[config.mk]
export PLATFORM = sky130hd
export DESIGN_NAME = lme_div
export DESIGN_NICKNAME = d
export VERILOG_FILES = /design/src/hw/rtl/legendre_moment_expansion_assert.svh /design/src/hw/rtl/lme_pkg.sv /design/src/hw/rtl/lme_div.sv
export SDC_FILE = /design/constraint.sdc
export NUM_CORES = 1
export LEC_CHECK = 0
export ABC_AREA = 0
export BUFFER_PORTS_ARGS = -buffer_cell sky130_fd_sc_hd__buf_2
export CORE_MARGIN = 5
export CORE_UTILIZATION = 52
export DETAILED_ROUTE_END_ITERATION = 8
export GPL_ROUTABILITY_DRIVEN = 0
export HOLD_SLACK_MARGIN = 0.03
export PLACE_DENSITY = 0.72
export SLEW_MARGIN = 20
export SYNTH_ARGS = -nofsm -noshare
export SYNTH_HDL_FRONTEND = slang
export SYNTH_SLANG_ARGS = --single-unit
[constraint.sdc]
create_clock -name i_clk -period 2.8 [get_ports i_clk]
set_clock_uncertainty 0.15 [all_clocks]
set_input_delay 0.28 -clock i_clk [delete_from_list [all_inputs] [get_ports i_clk]]
set_output_delay 0.28 -clock i_clk [all_outputs]
set_load 0.03 [all_outputs]
[src/hw/rtl/legendre_moment_expansion_assert.svh]
// Assertion macros used by the Legendre moment expansion top level.
`ifndef LEGENDRE_MOMENT_EXPANSION_ASSERT_SVH
`define LEGENDRE_MOMENT_EXPANSION_ASSERT_SVH

// Consequent must hold in the same cycle as the antecedent.
`define LME_ASSERT_NOW(lbl, ante, cons, msg) \
    lbl: assert property (@(posedge i_clk) disable iff (!i_rst_n) (ante) |-> (cons)) \
        else $error(msg);

// Consequent must hold in the cycle after the antecedent.
`define LME_ASSERT_NEXT(lbl, ante, cons, msg) \
    lbl: assert property (@(posedge i_clk) disable iff (!i_rst_n) (ante) |=> (cons)) \
        else $error(msg);

`endif

[src/hw/rtl/lme_pkg.sv]
// Shared types and constants of the Legendre moment expansion block.
package lme_pkg;

    localparam int MAX_COEFFS_DEF = 64;

    localparam int CFG_W    = 7;
    localparam int PHASE_W  = 32;
    localparam int COS_W    = 32;
    localparam int WEIGHT_W = 32;
    localparam int ACC_W    = 56;
    localparam int P_W      = 32;
    localparam int OUT_W    = 48;
    localparam int IDX_W    = 6;
    localparam int PW_W     = 64;
    localparam int FACT_W   = 41;
    localparam int TERM_W   = 44;
    localparam int T_W      = 34;
    localparam int QUO_W    = 32;

    localparam logic [CFG_W-1:0]  CFG_RESET = 7'd64;
    localparam logic signed [P_W-1:0] P_ONE   = 32'sh4000_0000;
    localparam logic signed [P_W-1:0] P_MAX   = 32'sh7FFF_FFFF;
    localparam logic signed [P_W-1:0] P_MIN   = 32'sh8000_0000;
    localparam logic [OUT_W-1:0]  OUT_MAX   = 48'hFFFF_FFFF_FFFF;

    typedef enum logic [3:0] {
        S_IDLE,
        S_FACT,
        S_ROUND,
        S_RD,
        S_MUL,
        S_ACC,
        S_NUM,
        S_DIV,
        S_ERD,
        S_EMUL,
        S_EOUT
    } t_state;

    typedef enum logic [1:0] {
        D_IDLE,
        D_CHECK,
        D_RUN
    } t_div_state;

    typedef struct packed {
        logic rd_en;
        logic wr_en;
        logic clr_all;
    } t_mem_ctl;

    typedef struct packed {
        logic busy;
        logic done;
    } t_div_stat;

endpackage

[src/hw/rtl/lme_div.sv]
// Bit-serial divider for the recurrence quotient, saturated to 32 bits.
module lme_div #(
    parameter int NUM_W = 42,
    parameter int CNT_W = 7
) (
    input  logic                            i_clk,
    input  logic                            i_rst_n,
    input  logic                            i_start,
    input  logic [NUM_W-1:0]                i_dividend,
    input  logic [CNT_W-1:0]                i_divisor,
    input  logic                            i_neg,
    output lme_pkg::t_div_stat              o_stat,
    output logic signed [lme_pkg::P_W-1:0]  o_quot
);
    import lme_pkg::*;

    t_div_state        r_state;
    t_div_state        n_state;
    logic [NUM_W-1:0]  r_dvd;
    logic [CNT_W-1:0]  r_d;
    logic              r_neg;
    logic              r_ovf;
    logic [CNT_W-1:0]  r_rem;
    logic [QUO_W-1:0]  r_low;
    logic [QUO_W-1:0]  r_quo;
    logic [4:0]        r_cnt;
    logic              r_done;

    logic              ovf_now;
    logic [CNT_W:0]    rem2;
    logic              ge;

    // The quotient has 32 bits; a larger one only saturates.
    assign ovf_now = r_dvd >= (NUM_W'(r_d) << QUO_W);
    assign rem2    = {r_rem, r_low[QUO_W-1]};
    assign ge      = rem2 >= {1'b0, r_d};

    always_comb begin
        n_state = r_state;
        unique case (r_state)
            D_IDLE:  if (i_start) n_state = D_CHECK;
            D_CHECK: n_state = ovf_now ? D_IDLE : D_RUN;
            D_RUN:   if (r_cnt == 5'd0) n_state = D_IDLE;
            default: n_state = D_IDLE;
        endcase
    end

    always_comb begin
        o_stat.busy = (r_state != D_IDLE);
        o_stat.done = r_done;
        if (!r_neg) begin
            o_quot = (r_ovf || r_quo[QUO_W-1]) ? P_MAX : $signed(r_quo);
        end else begin
            o_quot = (r_ovf || r_quo > 32'h8000_0000) ? P_MIN : $signed(-r_quo);
        end
    end

    always_ff @(posedge i_clk) begin
        if (!i_rst_n) begin
            r_state <= D_IDLE;
            r_done  <= 1'b0;
        end else begin
            r_state <= n_state;
            r_done  <= ((r_state == D_CHECK) && ovf_now) ||
                       ((r_state == D_RUN) && (r_cnt == 5'd0));
        end
    end

    always_ff @(posedge i_clk) begin
        unique case (r_state)
            D_IDLE: begin
                if (i_start) begin
                    r_dvd <= i_dividend;
                    r_d   <= i_divisor;
                    r_neg <= i_neg;
                end
            end
            D_CHECK: begin
                r_ovf <= ovf_now;
                r_rem <= CNT_W'(r_dvd >> QUO_W);
                r_low <= r_dvd[QUO_W-1:0];
                r_quo <= '0;
                r_cnt <= 5'd31;
            end
            D_RUN: begin
                r_rem <= ge ? CNT_W'(rem2 - {1'b0, r_d}) : CNT_W'(rem2);
                r_quo <= {r_quo[QUO_W-2:0], ge};
                r_low <= {r_low[QUO_W-2:0], 1'b0};
                r_cnt <= r_cnt - 5'd1;
            end
            default: begin
                r_ovf <= r_ovf;
            end
        endcase
    end

endmodule

==> results.json <==
{
  "p_sw_mw": 1.25,
  "track_usage_pct": 21.5,
  "cts_buffer_depth": 2,
  "cts.htree.levels": 4,
  "clock_sinks": 130,
  "p_int_mw": 3.80,
  "critPathSlowestCell": "nor4_2",
  "crit_chain": "nor4_2 > and4_1 > a41o_4 > nor2_4 > a311oi_2 > buf_4",
  "critPathRequiredTime_ps": 2370,
  "crit_path_end_kind": "output port",
  "vdd_ir_drop_max_v": 0.000602,
  "cts_buffers": 17,
  "die_x_um": 123,
  "final_area_mm2": 0.00889,
  "arrival_ps": 2550,
  "pin_count": 87,
  "fin_crit_sh_pct": 107,
  "gr-total-overflow": 0,
  "antenna_found_initial": 0,
  "synthDistinctLibCells": 71,
  "routedWlPerCell_um": 17.6,
  "ys_ff_latch": 130,
  "place_hpwl_mm": 10.0,
  "tns_ps": -2250,
  "max_stage_delay_ps": 470,
  "syn_to_final_growth_pct": 34.1,
  "swShare_pct": 24.8,
  "synth_edf_count": 127,
  "worst_slack_ps": -183,
  "max_freq_ghz": 0.335,
  "combPwrFrac_pct": 14.3,
  "clock_latency_ps": 410,
  "hold_start": "i_start",
  "cts_root_buf": "clkbuf_16",
  "critPathTopFamily": "simple AND/OR/NAND/NOR gates",
  "r2r_setup_slack_ps": 130,
  "status": "finished, violations left",
  "post_dp_cell_area_mm2": 0.00741,
  "reg2reg_depth": 10,
  "n_antenna_cell": 0,
  "slew_headroom_pct": 57.0,
  "synthFlopType": "edfxtp_1",
  "yosysWarningCount": 0,
  "rsz0062_at_grt": "yes",
  "drive_above_1_share_pct": 35.9,
  "num_vias": 5035,
  "syn-cell-area_mm2": 0.00663,
  "remaining_drc_errors": 0,
  "syn_nets": 597,
  "drt_iter0_markers": 426,
  "grt_start_max_net_pins": 51,
  "final_nets": 779,
  "syn_avg_cell_area_um2": 12.7,
  "min_path_type": "in2reg",
  "die_h_um": 123,
  "post-route-util_pct": 70.7,
  "async_reset_ff_share_pct": 0,
  "timing.rr.end": "r_rem[5]",
  "yosysSeqAreaShare_pct": 58.4,
  "critical_path_class": "reg2out",
  "fp-row-count": 41,
  "grt_pass1_vias": 5114,
  "hold_end": "r_state[0]",
  "power.density_mw_per_mm2": 568,
  "synth_cells": 524,
  "vias_per_cell": 5.66,
  "critPathLaunch": "r_quo[20]",
  "hold_viol": 0,
  "hold_depth": 3,
  "antenna_left": 0,
  "core_mm2": 0.0126,
  "seqPwrFrac_pct": 46.6,
  "initial_utilization_pct": 52.7,
  "maxCapViolCount": 0,
  "crit_path_max_fanout": 6,
  "period_needed_ps": 2980,
  "failed_checks": "negative setup slack",
  "wl_mm": 15.7,
  "die-area_mm2": 0.0151,
  "drt_pre_antenna_iters": 5,
  "crit_buf_inv": 1,
  "clockPowerShare_pct": 39.0,
  "worst_pin_slew_ps": 645,
  "io_buffers": 86,
  "p_leak_nw": 3.32,
  "clk_pin_slew_ps": 60,
  "setup_viol": 24,
  "cts_tree": "built",
  "r2r_start": "r_low[31]",
  "grt_pass1_wl_mm": 24.9,
  "slew_violations": 0,
  "start_kind": "flip-flop"
}
final cells by class:
type | instances | area [um^2]
clock buffer | 19 | 433
multi-input combinational | 344 | 2730
inverter | 30 | 116
timing repair buffer | 183 | 1430
fill | 888 | 3680
clock inverter | 12 | 92.6
sequential | 130 | 3870
tap | 172 | 215
per-layer routing:
metal	vias up	track usage, %	part of all wire (%)
met4	0	8.33	1.8
met3	23	5.63	6.4
met2	191	35.8	51
met5	-	0	0
met1	2441	26.9	41
li1	2380	-	-
synthesized netlist by cell type (all sizes together), types with 2 or more instances:
cell	number	share of area, %
nor4	12	1.4
a31oi	4	0.47
inv	30	1.7
nand3	13	1.1
a21o	2	0.23
nand3b	2	0.23
and2	26	2.5
nor2b	3	0.28
nor4b	3	0.62
nand2	31	1.8
xnor2	3	0.40
or4	4	0.62
ha	19	3.6
o211a	4	0.60
a21oi	28	2.1
nor3	17	1.8
mux2	32	5.4
clkbuf	14	0.79
nand4	12	1.1
and4	3	0.40
a211oi	8	1.3
nor2	43	2.7
edfxtp	127	58
o21ai	13	0.98
a311oi	10	2.0
o22ai	8	0.76
o211ai	3	0.34
buf	9	0.89
nand4b	2	0.26
a211o	2	0.26
dfxtp	3	0.91
mux2i	5	0.76
o311ai	4	0.53
or3	5	0.70
nand2b	2	0.19
cells in the final DEF (no fill, tap or decap), types with 8 or more instances in the layout:
cell / count
a21oi_1: 21
a311oi_2: 8
and2_1: 24
buf_2: 58
buf_4: 59
buf_6: 13
clkbuf_16: 17
dlygate4sd3_1: 51
edfxtp_1: 127
ha_1: 16
inv_1: 27
mux2_2: 32
nand2_1: 30
nand3_1: 10
nand4_1: 12
nor2_1: 38
nor3_1: 8
nor4_1: 8
o21ai_0: 8
worst max path at each step:
stage,depth (start not counted),to,slack (ps)
after floorplan,7,o_quot[4],30
after global placement,8,o_quot[23],80
after detailed placement,8,o_quot[23],-8
after CTS,9,o_quot[22],-140
after global routing,7,o_quot[27],-240
final,6,o_quot[21],-180
registers in the layout, indices dropped and copies added (netlist names):
signal	count
r_dvd	42
r_ovf	1
r_low	32
r_neg	1
r_rem	7
r_done	1
r_cnt	5
r_state	2
r_d	7
r_quo	32
tightest hold or removal path: stages:
cell	delay, ps
buf_2	130
a21oi_1	130
a211oi_1	60
cells by family after synthesis:
logic type,synth area share [%]
AOI/OAI and AO/OA,10.9
xor gates and xnor gates,0.529
adders and majority gates,3.89
buffers and inverters,3.38
DFF,58.4
muxes,6.19
and+or+nand+nor,16.7
power by group through the flow:
stage	sequential (mW)	combinational, mW	clock, mW
detailed placement	2.39	0.591	0
floorplan	2.38	0.395	0
finish	2.36	0.723	1.97
global route	2.37	0.779	2.11
global placement	2.39	0.573	0
CTS	2.35	0.693	2.01
metrics by stage:
step | total power [mW] | cells | hold WS, ps | worst slack [ps]
after global routing | 5.26 | 890 | 86.5 | -243
after floorplan | 2.77 | 524 | 229 | 32.6
after global placement | 2.96 | 787 | 306 | 83.5
after detailed placement | 2.98 | 787 | 308 | -7.75
after CTS | 5.06 | 884 | 54.4 | -136
final | 5.05 | 890 | 77.9 | -183
what timing repair did:
| item | in CTS | in global routing |
|---|---|---|
| endpoints found under the setup margin | 31 | 31 |
| gates cloned | 2 | 1 |
| pin swaps | 21 | 14 |
| gates resized for setup | 48 | 34 |
| hold endpoints to repair | 52 | 0 |
| hold buffers | 51 | 0 |
| setup buffers | 13 | 5 |
Power figures use the tool's default switching activity.
